$ cat src/hdl/tgcft_pkg.sv
package tgcft_pkg;

    // configuration register indexes
    localparam logic [2:0] CFG_PERIOD  = 3'd0;
    localparam logic [2:0] CFG_SWING   = 3'd1;
    localparam logic [2:0] CFG_X_START = 3'd2;
    localparam logic [2:0] CFG_X_END   = 3'd3;
    localparam logic [2:0] CFG_Y_START = 3'd4;
    localparam logic [2:0] CFG_Y_END   = 3'd5;

    // gait phase codes
    localparam logic [1:0] PH_NONE = 2'd0;
    localparam logic [1:0] PH_ONE  = 2'd1;
    localparam logic [1:0] PH_TWO  = 2'd2;

    // coordinate axis codes
    localparam logic [1:0] AXIS_X = 2'd0;
    localparam logic [1:0] AXIS_Y = 2'd1;
    localparam logic [1:0] AXIS_Z = 2'd2;

    localparam logic [1:0] LEG_LAST = 2'd3;
    localparam logic [4:0] DIV_LAST = 5'd31;

    typedef struct packed {
        logic        [15:0] time_tick;
        logic signed [15:0] roll_angle;
    } in_item_t;

    typedef struct packed {
        logic signed [15:0] leg1_x;
        logic signed [15:0] leg1_y;
        logic signed [15:0] leg1_z;
        logic signed [15:0] leg2_x;
        logic signed [15:0] leg2_y;
        logic signed [15:0] leg2_z;
        logic signed [15:0] leg3_x;
        logic signed [15:0] leg3_y;
        logic signed [15:0] leg3_z;
        logic signed [15:0] leg4_x;
        logic signed [15:0] leg4_y;
        logic signed [15:0] leg4_z;
    } out_item_t;

    typedef enum logic [2:0] {
        MUL_NONE,
        MUL_IDX,
        MUL_SIN,
        MUL_ROLL,
        MUL_LO,
        MUL_HI,
        MUL_Z
    } mul_sel_t;

    typedef struct packed {
        logic     load;
        logic     div_step;
        mul_sel_t mul_sel;
        logic     tab_load;
        logic     cyc_load;
        logic     hgt_load;
        logic     acc_load;
        logic     wr;
        logic [1:0] leg;
        logic [1:0] axis;
        logic     out_load;
    } dp_cmd_t;

    typedef struct packed {
        logic phase_none;
    } dp_status_t;

endpackage

$ cat src/hdl/trot_gait_cycloid_foot_trajectory.sv
// Sequence: for an item inside the gait cycle, a restoring divide of 32 quotient
//   bits, 5 table and multiply steps, then a low multiply, a high multiply and a
//   write per coordinate on one shared multiplier, then the result load; a tick
//   that holds goes straight from the divide state to the result load.
// Items: a new input is not taken until the previous item is through; the next
//   input transfer is taken while a finished result still waits on out_stall.
// Reset: control and configuration registers take their reset values, held positions clear to zero.
module trot_gait_cycloid_foot_trajectory
    import tgcft_pkg::*;
#(
    parameter int SINE_TABLE_DEPTH = 256,
    parameter int COORD_WIDTH      = 16
)
(
    input  logic        clk,
    input  logic        rst_n,
    input  logic        in_valid,
    output logic        in_stall,
    input  in_item_t    in_data,
    output logic        out_valid,
    input  logic        out_stall,
    output out_item_t   out_data,
    input  logic        cfg_valid,
    output logic        cfg_ready,
    input  logic [2:0]  cfg_index,
    input  logic [63:0] cfg_data
);

    dp_cmd_t    cmd;
    dp_status_t status;

    assign cfg_ready = 1'b1;

    tgcft_ctrl u_ctrl (
        .clk       (clk),
        .rst_n     (rst_n),
        .in_valid  (in_valid),
        .in_stall  (in_stall),
        .out_valid (out_valid),
        .out_stall (out_stall),
        .status    (status),
        .cmd       (cmd)
    );

    tgcft_dp #(
        .SINE_TABLE_DEPTH (SINE_TABLE_DEPTH),
        .COORD_WIDTH      (COORD_WIDTH)
    ) u_dp (
        .clk       (clk),
        .rst_n     (rst_n),
        .in_data   (in_data),
        .out_data  (out_data),
        .cfg_we    (cfg_valid && cfg_ready),
        .cfg_index (cfg_index),
        .cfg_data  (cfg_data),
        .cmd       (cmd),
        .status    (status)
    );

endmodule

$ cat src/hdl/tgcft_ctrl.sv
module tgcft_ctrl
    import tgcft_pkg::*;
(
    input  logic       clk,
    input  logic       rst_n,
    input  logic       in_valid,
    output logic       in_stall,
    output logic       out_valid,
    input  logic       out_stall,
    input  dp_status_t status,
    output dp_cmd_t    cmd
);

    typedef enum logic [10:0] {
        S_IDLE = 11'b00000000001,
        S_DIV  = 11'b00000000010,
        S_MIDX = 11'b00000000100,
        S_TAB  = 11'b00000001000,
        S_MSIN = 11'b00000010000,
        S_CYC  = 11'b00000100000,
        S_HGT  = 11'b00001000000,
        S_LO   = 11'b00010000000,
        S_HI   = 11'b00100000000,
        S_WR   = 11'b01000000000,
        S_DONE = 11'b10000000000
    } state_t;

    state_t     state_reg, state_next;
    logic [4:0] div_cnt_reg, div_cnt_next;
    logic [1:0] leg_reg, leg_next;
    logic [1:0] axis_reg, axis_next;
    logic       out_valid_reg, out_valid_next;

    assign in_stall  = (state_reg != S_IDLE);
    assign out_valid = out_valid_reg;

    // sequence the steps of one item
    always_comb
    begin
        state_next     = state_reg;
        div_cnt_next   = div_cnt_reg;
        leg_next       = leg_reg;
        axis_next      = axis_reg;
        out_valid_next = out_valid_reg;
        cmd            = '0;
        cmd.mul_sel    = MUL_NONE;
        cmd.leg        = leg_reg;
        cmd.axis       = axis_reg;

        // drop the result once its transfer completes
        if (out_valid_reg && !out_stall)
        begin
            out_valid_next = 1'b0;
        end

        case (state_reg)
            S_IDLE:
            begin
                if (in_valid)
                begin
                    cmd.load     = 1'b1;
                    div_cnt_next = '0;
                    state_next   = S_DIV;
                end
            end
            S_DIV:
            begin
                if (status.phase_none)
                begin
                    state_next = S_DONE;
                end
                else
                begin
                    cmd.div_step = 1'b1;
                    div_cnt_next = div_cnt_reg + 5'd1;
                    if (div_cnt_reg == DIV_LAST)
                    begin
                        state_next = S_MIDX;
                    end
                end
            end
            S_MIDX:
            begin
                cmd.mul_sel = MUL_IDX;
                state_next  = S_TAB;
            end
            S_TAB:
            begin
                cmd.tab_load = 1'b1;
                state_next   = S_MSIN;
            end
            S_MSIN:
            begin
                cmd.mul_sel = MUL_SIN;
                state_next  = S_CYC;
            end
            S_CYC:
            begin
                cmd.cyc_load = 1'b1;
                cmd.mul_sel  = MUL_ROLL;
                state_next   = S_HGT;
            end
            S_HGT:
            begin
                cmd.hgt_load = 1'b1;
                leg_next     = '0;
                axis_next    = AXIS_X;
                state_next   = S_LO;
            end
            S_LO:
            begin
                cmd.mul_sel = (axis_reg == AXIS_Z) ? MUL_Z : MUL_LO;
                state_next  = S_HI;
            end
            S_HI:
            begin
                cmd.acc_load = 1'b1;
                cmd.mul_sel  = MUL_HI;
                state_next   = S_WR;
            end
            S_WR:
            begin
                cmd.wr     = 1'b1;
                state_next = S_LO;
                if (axis_reg == AXIS_Z)
                begin
                    axis_next = AXIS_X;
                    leg_next  = leg_reg + 2'd1;
                    if (leg_reg == LEG_LAST)
                    begin
                        state_next = S_DONE;
                    end
                end
                else
                begin
                    axis_next = axis_reg + 2'd1;
                end
            end
            S_DONE:
            begin
                if (!out_valid_reg || !out_stall)
                begin
                    cmd.out_load   = 1'b1;
                    out_valid_next = 1'b1;
                    state_next     = S_IDLE;
                end
            end
            default:
            begin
                state_next = S_IDLE;
            end
        endcase
    end

    always_ff @(posedge clk or negedge rst_n)
    begin
        if (!rst_n)
        begin
            state_reg     <= S_IDLE;
            div_cnt_reg   <= '0;
            leg_reg       <= '0;
            axis_reg      <= AXIS_X;
            out_valid_reg <= 1'b0;
        end
        else
        begin
            state_reg     <= state_next;
            div_cnt_reg   <= div_cnt_next;
            leg_reg       <= leg_next;
            axis_reg      <= axis_next;
            out_valid_reg <= out_valid_next;
        end
    end

endmodule

$ cat src/hdl/tgcft_dp.sv
module tgcft_dp
    import tgcft_pkg::*;
#(
    parameter int SINE_TABLE_DEPTH = 256,
    parameter int COORD_WIDTH      = 16
)
(
    input  logic        clk,
    input  logic        rst_n,
    input  in_item_t    in_data,
    output out_item_t   out_data,
    input  logic        cfg_we,
    input  logic [2:0]  cfg_index,
    input  logic [63:0] cfg_data,
    input  dp_cmd_t     cmd,
    output dp_status_t  status
);

    localparam int IDX_W   = $clog2(SINE_TABLE_DEPTH);
    localparam int QUARTER = SINE_TABLE_DEPTH / 4;
    localparam logic signed [63:0] SAT_HI = (64'sd1 <<< (COORD_WIDTH - 1)) - 64'sd1;
    localparam logic signed [63:0] SAT_LO = -SAT_HI - 64'sd1;
    localparam logic signed [28:0] INV_TWO_PI = 29'sd170891318;
    localparam logic signed [28:0] COEF_035   = 29'sd22938;
    localparam logic signed [17:0] LIFT_BASE  = 18'sd5120;
    localparam logic signed [15:0] STANCE_Z_ONE = -16'sd1280;
    localparam logic signed [15:0] STANCE_Z_TWO = -16'sd768;
    localparam logic [63:0] Q30_ONE = 64'd1073741824;
    localparam logic [63:0] HALF_PI = 64'd1686629713;

    // one sine entry in Q14 from a Q30 odd series on the first quadrant
    function automatic logic signed [15:0] sine_entry(input logic [31:0] k);
        logic [63:0] p;
        logic [63:0] quad;
        logic [63:0] r;
        logic [63:0] a;
        logic [63:0] x;
        logic [63:0] x2;
        logic [63:0] acc;
        logic [63:0] s;
        p    = ({32'd0, k} << 32) / SINE_TABLE_DEPTH;
        quad = (p >> 30) & 64'd3;
        r    = p & (Q30_ONE - 64'd1);
        a    = quad[0] ? (Q30_ONE - r) : r;
        x    = (a * HALF_PI) >> 30;
        x2   = (x * x) >> 30;
        acc  = Q30_ONE;
        acc  = Q30_ONE - ((x2 * acc) >> 30) / 64'd156;
        acc  = Q30_ONE - ((x2 * acc) >> 30) / 64'd110;
        acc  = Q30_ONE - ((x2 * acc) >> 30) / 64'd72;
        acc  = Q30_ONE - ((x2 * acc) >> 30) / 64'd42;
        acc  = Q30_ONE - ((x2 * acc) >> 30) / 64'd20;
        acc  = Q30_ONE - ((x2 * acc) >> 30) / 64'd6;
        s    = (x * acc) >> 30;
        s    = (s + 64'd32768) >> 16;
        return quad[1] ? -$signed(16'(s)) : $signed(16'(s));
    endfunction

    function automatic logic [15:0] saturate(input logic signed [63:0] v);
        logic signed [63:0] c;
        c = v;
        if (c > SAT_HI)
        begin
            c = SAT_HI;
        end
        if (c < SAT_LO)
        begin
            c = SAT_LO;
        end
        return c[15:0];
    endfunction

    logic signed [15:0] sin_rom [SINE_TABLE_DEPTH];

    for (genvar g = 0; g < SINE_TABLE_DEPTH; g++)
    begin : g_rom
        assign sin_rom[g] = sine_entry(32'(g));
    end

    // configuration
    logic [15:0] period_reg, swing_reg;
    logic [63:0] xs_reg, xe_reg, ys_reg, ye_reg;

    always_ff @(posedge clk or negedge rst_n)
    begin
        if (!rst_n)
        begin
            period_reg <= 16'd1000;
            swing_reg  <= 16'd500;
            xs_reg     <= '0;
            xe_reg     <= '0;
            ys_reg     <= '0;
            ye_reg     <= '0;
        end
        else if (cfg_we)
        begin
            case (cfg_index)
                CFG_PERIOD:  period_reg <= cfg_data[15:0];
                CFG_SWING:   swing_reg  <= cfg_data[15:0];
                CFG_X_START: xs_reg     <= cfg_data;
                CFG_X_END:   xe_reg     <= cfg_data;
                CFG_Y_START: ys_reg     <= cfg_data;
                CFG_Y_END:   ye_reg     <= cfg_data;
                default:     ;
            endcase
        end
    end

    // datapath registers
    logic [1:0]         phase_reg;
    logic signed [15:0] roll_reg;
    logic [31:0]        quo_reg;
    logic [15:0]        rem_reg;
    logic [15:0]        dvs_reg;
    logic signed [15:0] s14_reg, c14_reg;
    logic signed [34:0] cyc_reg;
    logic signed [16:0] w15_reg;
    logic signed [17:0] h12_reg, h34_reg;
    logic signed [46:0] prod_reg, prod_next;
    logic signed [46:0] acc_reg;
    logic [15:0]        held_reg [12];
    out_item_t          out_reg;

    assign status.phase_none = (phase_reg == PH_NONE);
    assign out_data          = out_reg;

    // phase and division operand at accept
    logic [1:0]  phase_in;
    logic [15:0] dt_in;

    always_comb
    begin
        if (in_data.time_tick <= swing_reg)
        begin
            phase_in = PH_ONE;
            dt_in    = in_data.time_tick;
        end
        else if (in_data.time_tick < period_reg)
        begin
            phase_in = PH_TWO;
            dt_in    = in_data.time_tick - swing_reg;
        end
        else
        begin
            phase_in = PH_NONE;
            dt_in    = '0;
        end
    end

    // restoring divide, one quotient bit a cycle
    logic [16:0] shifted;
    logic        q_bit;

    assign shifted = {rem_reg, quo_reg[31]};
    assign q_bit   = (shifted >= {1'b0, dvs_reg});

    // table lookup
    logic [IDX_W-1:0] idx;
    logic [IDX_W:0]   cidx_sum;
    logic [IDX_W-1:0] cidx;

    assign idx      = prod_reg[16 +: IDX_W];
    assign cidx_sum = {1'b0, idx} + (IDX_W + 1)'(QUARTER);
    assign cidx     = (cidx_sum >= (IDX_W + 1)'(SINE_TABLE_DEPTH))
                    ? IDX_W'(cidx_sum - (IDX_W + 1)'(SINE_TABLE_DEPTH))
                    : IDX_W'(cidx_sum);

    // current leg and coordinate
    logic               swinging;
    logic signed [15:0] lane_s, lane_e, base, other;
    logic signed [16:0] diff;
    logic signed [17:0] h_sel;
    logic [3:0]         wr_idx;

    assign swinging = ((phase_reg == PH_ONE) == (cmd.leg[0] == 1'b0));
    assign lane_s   = (cmd.axis == AXIS_X) ? $signed(xs_reg[16 * cmd.leg +: 16])
                                           : $signed(ys_reg[16 * cmd.leg +: 16]);
    assign lane_e   = (cmd.axis == AXIS_X) ? $signed(xe_reg[16 * cmd.leg +: 16])
                                           : $signed(ye_reg[16 * cmd.leg +: 16]);
    assign base     = swinging ? lane_s : lane_e;
    assign other    = swinging ? lane_e : lane_s;
    assign diff     = 17'(other) - 17'(base);
    assign h_sel    = cmd.leg[1] ? h34_reg : h12_reg;
    assign wr_idx   = 4'(cmd.leg) * 4'd3 + 4'(cmd.axis);

    // shared multiplier
    logic signed [28:0] mul_a;
    logic signed [17:0] mul_b;

    always_comb
    begin
        case (cmd.mul_sel)
            MUL_IDX:
            begin
                mul_a = 29'(SINE_TABLE_DEPTH);
                mul_b = $signed({2'b00, quo_reg[15:0]});
            end
            MUL_SIN:
            begin
                mul_a = INV_TWO_PI;
                mul_b = 18'(s14_reg);
            end
            MUL_ROLL:
            begin
                mul_a = COEF_035;
                mul_b = 18'(roll_reg);
            end
            MUL_LO:
            begin
                mul_a = 29'($signed({1'b0, cyc_reg[16:0]}));
                mul_b = 18'(diff);
            end
            MUL_HI:
            begin
                mul_a = 29'($signed(cyc_reg[34:17]));
                mul_b = 18'(diff);
            end
            MUL_Z:
            begin
                mul_a = 29'(h_sel);
                mul_b = 18'(w15_reg);
            end
            default:
            begin
                mul_a = '0;
                mul_b = '0;
            end
        endcase
    end

    assign prod_next = 47'(mul_a) * 47'(mul_b);

    // coordinate result
    logic signed [63:0] total, pos_val, z_val;
    logic [15:0]        coord_val;

    assign total   = (64'(prod_reg) <<< 17) + 64'(acc_reg);
    assign pos_val = 64'(base) + (total >>> 16);
    assign z_val   = swinging ? (64'(acc_reg) >>> 15)
                   : ((phase_reg == PH_ONE) ? 64'(STANCE_Z_ONE) : 64'(STANCE_Z_TWO));
    assign coord_val = (cmd.axis == AXIS_Z) ? saturate(z_val) : saturate(pos_val);

    // control-bearing item state
    always_ff @(posedge clk or negedge rst_n)
    begin
        if (!rst_n)
        begin
            phase_reg <= PH_NONE;
            for (int i = 0; i < 12; i++)
            begin
                held_reg[i] <= '0;
            end
        end
        else
        begin
            if (cmd.load)
            begin
                phase_reg <= phase_in;
            end
            if (cmd.wr)
            begin
                held_reg[wr_idx] <= coord_val;
            end
        end
    end

    // payload registers
    always_ff @(posedge clk)
    begin
        if (cmd.load)
        begin
            roll_reg <= in_data.roll_angle;
            quo_reg  <= {dt_in, 16'd0};
            rem_reg  <= '0;
            dvs_reg  <= (swing_reg == 16'd0) ? 16'd1 : swing_reg;
        end
        if (cmd.div_step)
        begin
            rem_reg <= q_bit ? 16'(shifted - {1'b0, dvs_reg}) : shifted[15:0];
            quo_reg <= {quo_reg[30:0], q_bit};
        end
        if (cmd.mul_sel != MUL_NONE)
        begin
            prod_reg <= prod_next;
        end
        if (cmd.tab_load)
        begin
            s14_reg <= sin_rom[idx];
            c14_reg <= sin_rom[cidx];
        end
        if (cmd.cyc_load)
        begin
            cyc_reg <= 35'($signed({1'b0, quo_reg})) - 35'(prod_reg >>> 28);
            w15_reg <= 17'sd16384 - 17'(c14_reg);
        end
        if (cmd.hgt_load)
        begin
            h12_reg <= LIFT_BASE - 18'(roll_reg >>> 1);
            h34_reg <= LIFT_BASE + 18'(prod_reg >>> 16);
        end
        if (cmd.acc_load)
        begin
            acc_reg <= prod_reg;
        end
        if (cmd.out_load)
        begin
            out_reg <= {held_reg[0], held_reg[1], held_reg[2],
                        held_reg[3], held_reg[4], held_reg[5],
                        held_reg[6], held_reg[7], held_reg[8],
                        held_reg[9], held_reg[10], held_reg[11]};
        end
    end

endmodule

$ cat config.mk
export PLATFORM = sky130hd
export DESIGN_NAME = trot_gait_cycloid_foot_trajectory
export DESIGN_NICKNAME = d
export VERILOG_FILES = /design/src/hdl/tgcft_pkg.sv /design/src/hdl/trot_gait_cycloid_foot_trajectory.sv /design/src/hdl/tgcft_ctrl.sv /design/src/hdl/tgcft_dp.sv
export SDC_FILE = /design/constraint.sdc
export NUM_CORES = 2
export LEC_CHECK = 0
export ABC_AREA = 1
export BUFFER_PORTS_ARGS = -buffer_cell sky130_fd_sc_hd__buf_2
export CAP_MARGIN = 25
export CORE_AREA = 4 4 347 349
export CTS_CLUSTER_SIZE = 30
export DETAILED_ROUTE_END_ITERATION = 12
export DIE_AREA = 0 0 351 353
export PLACE_DENSITY = 0.79
export SETUP_SLACK_MARGIN = 0.15
export SYNTH_ARGS = -nofsm -noshare
export SYNTH_HDL_FRONTEND = slang
export SYNTH_SLANG_ARGS = --single-unit
$ cat constraint.sdc
create_clock -name clk -period 13 [get_ports clk]
set_input_delay 2.6 -clock clk [delete_from_list [all_inputs] [get_ports clk]]
set_output_delay 2.6 -clock clk [all_outputs]
set_load 0.02 [all_outputs]
==> flow_metrics.py <==
metrics = {
    "cts": {
        "clk_latency_ns": 0.71,
        "cts_buffers": 94,
        "cts_resized": 0,
        "cts.path.max_buffers": 3,
        "root_buffer": "clkbuf_16",
        "htreeDepth": 3,
        "post_cts_buffers": 0,
        "clk_transition_reported_paths_ns": 0.07,
        "cts_sinks": 971,
        "cts_hold_buf": 0,
        "cts_tree": "built",
    },
    "global_routing": {
        "grt-ovfl-total": 0,
        "track_usage_pct": 36.3,
        "grt_most_used_layer": "met2",
        "met3_usage_pct": 5.89,
        "met1_usage_pct": 46.8,
        "grt_pass1_wl_mm": 346,
        "antenna_found_initial": 9,
        "gr-usage-met2_pct": 58.0,
        "grt_max_degree": 193,
        "grt_pass1_vias": 59600,
    },
    "worst_setup_path": {
        "cp_max_fo": 65,
        "cp.arrival_ns": 12.42,
        "crit_path_end_kind": "flip-flop",
        "required_ns": 13.40,
        "crit_start": "u_ctrl.axis_reg[0]",
        "r2r-end": "u_dp.prod_reg[43]",
        "r2r_slack_ns": 0.98,
        "r2r_cells": 42,
        "critPathLaunchType": "flip-flop",
        "slowest_stage": "fa_1",
        "r2r_start": "u_ctrl.axis_reg[0]",
        "cp-endpoint": "u_dp.prod_reg[43]",
        "slowest_delay_ns": 0.74,
        "critPathKind": "reg2reg",
        "cp_common_cell": "nand2_1",
    },
    "logic_synthesis": {
        "synth_nets": 9264,
        "synth_common_cells": "2354 x nand2_1, 1370 x inv_1, 528 x nor2_1",
        "yosys_warnings": 0,
        "ys_types": 79,
        "yosys.area.top_type": "edfxtp_1",
        "synthFlopType": "dfrtp_1",
        "synthArstFlopShare_pct": 51.8,
        "synthAdderAreaFrac_pct": 19.6,
        "synth.area.top_cells": "edfxtp_1 20%, dfrtp_1 17%, fa_1 14%",
        "syn_inst": 8349,
        "synth_top_family_by_area": "adder cells",
        "synth.yosys.seq_area_share_pct": 38.0,
        "synth_edf_count": 468,
        "syn_avg_cell_area_um2": 8.39,
        "synth_xor_area_share_pct": 2.45,
        "synth.most_common_cell": "nand2_1",
        "synth_top_area_share_pct": 20.1,
        "syn_area_um2": 70100,
        "synthSimpleGateAreaFrac_pct": 19.5,
        "synth_compound_area_share_pct": 10.8,
        "ys_seq_elements": 971,
        "muxShareOfSynthArea_pct": 0.0321,
    },
    "min_path": {
        "hold_class": "reg2reg",
    },
    "power": {
        "p_per_area_nw_per_um2": 151,
        "p_leak_nw": 37.5,
        "p_int_mw": 6.56,
        "swShare_pct": 42.8,
        "comb_power_share_pct": 41.6,
        "seq_power_share_pct": 33.8,
        "p_switching_mw": 4.91,
        "power_frac_clock_pct": 24.6,
        "ir_drop_mv": 0.212,
    },
    "floorplan": {
        "core-area_um2": 117000,
        "rows": 126,
        "die_w_um": 351,
        "die-area_um2": 124000,
        "floorplan.initialDensity_pct": 59.7,
        "fp.dieH_um": 353,
        "io-pin-count": 299,
    },
    "detailed_routing": {
        "drtIter0Drc": 6938,
        "avgViaCountPerCell": 5.89,
        "postRouteWirelength_mm": 226,
        "ant_nets": 0,
        "vias": 59700,
        "wl_per_cell_um": 22.3,
        "dr.pass1.iters": 8,
        "post-route-drc-count": 0,
    },
    "timing": {
        "report.final.hold_viol_count": 0,
        "relSlewSlack_pct": 27.0,
        "max_freq_mhz": 83.2,
        "period_share_pct": 92.5,
        "slew_viol_final": 0,
        "skew_ns": 0.0698,
        "worstMarginPinSlew_ns": 1.10,
        "fin_crit_ns": 12.02,
        "tns_ns": 0,
        "finalSetupViolations": 0,
        "rsz0062_at_grt": "no",
    },
    "place": {
        "place_congestion": 0.994,
        "io_buffers": 297,
        "post-dp-hpwl_mm": 174,
    },
    "layout": {
        "area_delta_synth_final_pct": 8.67,
        "fillers": 9690,
        "drive_gt1_share_pct": 8.24,
        "fin_nets": 9434,
        "multiInputGateArea_um2": 36900,
        "seq_area_um2": 26700,
        "fin_util_pct": 64.8,
    },
    "job": {
        "cap_viol_max_count": 0,
    },
    "status": {
        "outcome": "finished clean",
    },
}
[routing by layer]
| metal | share of wire (%) | wire, um |
|---|---|---|
| met4 | 7.3 | 16500 |
| met1 | 38 | 85300 |
| met5 | 0.039 | 87 |
| met3 | 8.8 | 20000 |
| met2 | 46 | 104000 |
[through the flow]
| stage | setup WS (ns) | cell area, um2 | total power, mW | instances | hold WS (ns) |
|---|---|---|---|---|---|
| after CTS | 1.20 | 76100 | 11.4 | 10100 | 0.436 |
| after detailed placement | 1.28 | 72900 | 8.56 | 9957 | 0.432 |
| final | 0.976 | 76200 | 11.5 | 10100 | 0.438 |
| after floorplan | 1.61 | 70100 | 7.15 | 8349 | 0.425 |
| after global placement | 1.42 | 72900 | 8.49 | 9955 | 0.428 |
| after global routing | 0.340 | 76200 | 12.1 | 10100 | 0.443 |
[cell type report]
cell class / count / area share, %
Timing Repair Buffer: 370 / 2.84
Tap cell: 1536 / 2.52
Sequential cell: 971 / 35.0
Multi-Input combinational cell: 5667 / 48.5
Clock buffer: 141 / 3.51
Inverter: 1415 / 6.99
Clock inverter: 37 / 0.683
Antenna cell: 1 / 0.00329
[cell families (layout without fill, tap and decap cells)]
logic type	count (synthesis)	in the layout
other	1	2
and+or+nand+nor	3366	3366
DFF	971	971
buffers and inverters	1711	1963
AOI/OAI and AO/OA	1292	1292
muxes	2	2
xor gates and xnor gates	195	195
adders and majority gates	811	811
[critical path, delay by kind of cell, from the launching register on]
kind                     cells  cell delay, ns
buffers and inverters        7            1.85
XOR/XNOR                     1            0.10
flip-flops                   1            0.45
AND/OR/NAND/NOR             15            3.02
AO/OA/AOI/OAI               11            2.12
adder cells (fa/ha/maj)      8            4.09
[how the worst min path moves through the flow]
stage,to,start,slack [ns],depth (start not counted)
2_1_floorplan,u_dp.out_data[0],u_dp.held_reg[0],0.43,0
3_3_place_gp,u_dp.out_data[138],u_dp.held_reg[138],0.43,0
3_5_place_dp,u_dp.out_data[146],u_dp.held_reg[146],0.43,0
4_1_cts,u_dp.out_data[164],u_dp.held_reg[164],0.44,0
5_1_grt,u_dp.out_data[164],u_dp.held_reg[164],0.44,0
6_report,u_dp.out_data[164],u_dp.held_reg[164],0.44,0
[power groups by stage]
| stage | registers, mW | logic [mW] | clock network (mW) |
|---|---|---|---|
| floorplan | 3.88 | 3.27 | 0 |
| global placement | 3.91 | 4.57 | 0 |
| detailed placement | 3.92 | 4.64 | 0 |
| CTS | 3.87 | 4.67 | 2.84 |
| global route | 3.90 | 5.18 | 2.97 |
| finish | 3.88 | 4.77 | 2.82 |
[cells in the final DEF (no fill, tap or decap), types with 113 or more instances in the layout]
cell type / netlist / layout
fa_1: 482 / 482
buf_2: 42 / 296
nand3_1: 227 / 224
o21ai_0: 522 / 520
nor2_1: 528 / 522
xor2_1: 113 / 113
nand2_1: 2354 / 2352
edfxtp_1: 468 / 468
a21oi_1: 390 / 390
inv_1: 1370 / 1368
ha_1: 329 / 329
dfrtp_1: 490 / 490
(Power assumes the default switching activity.)
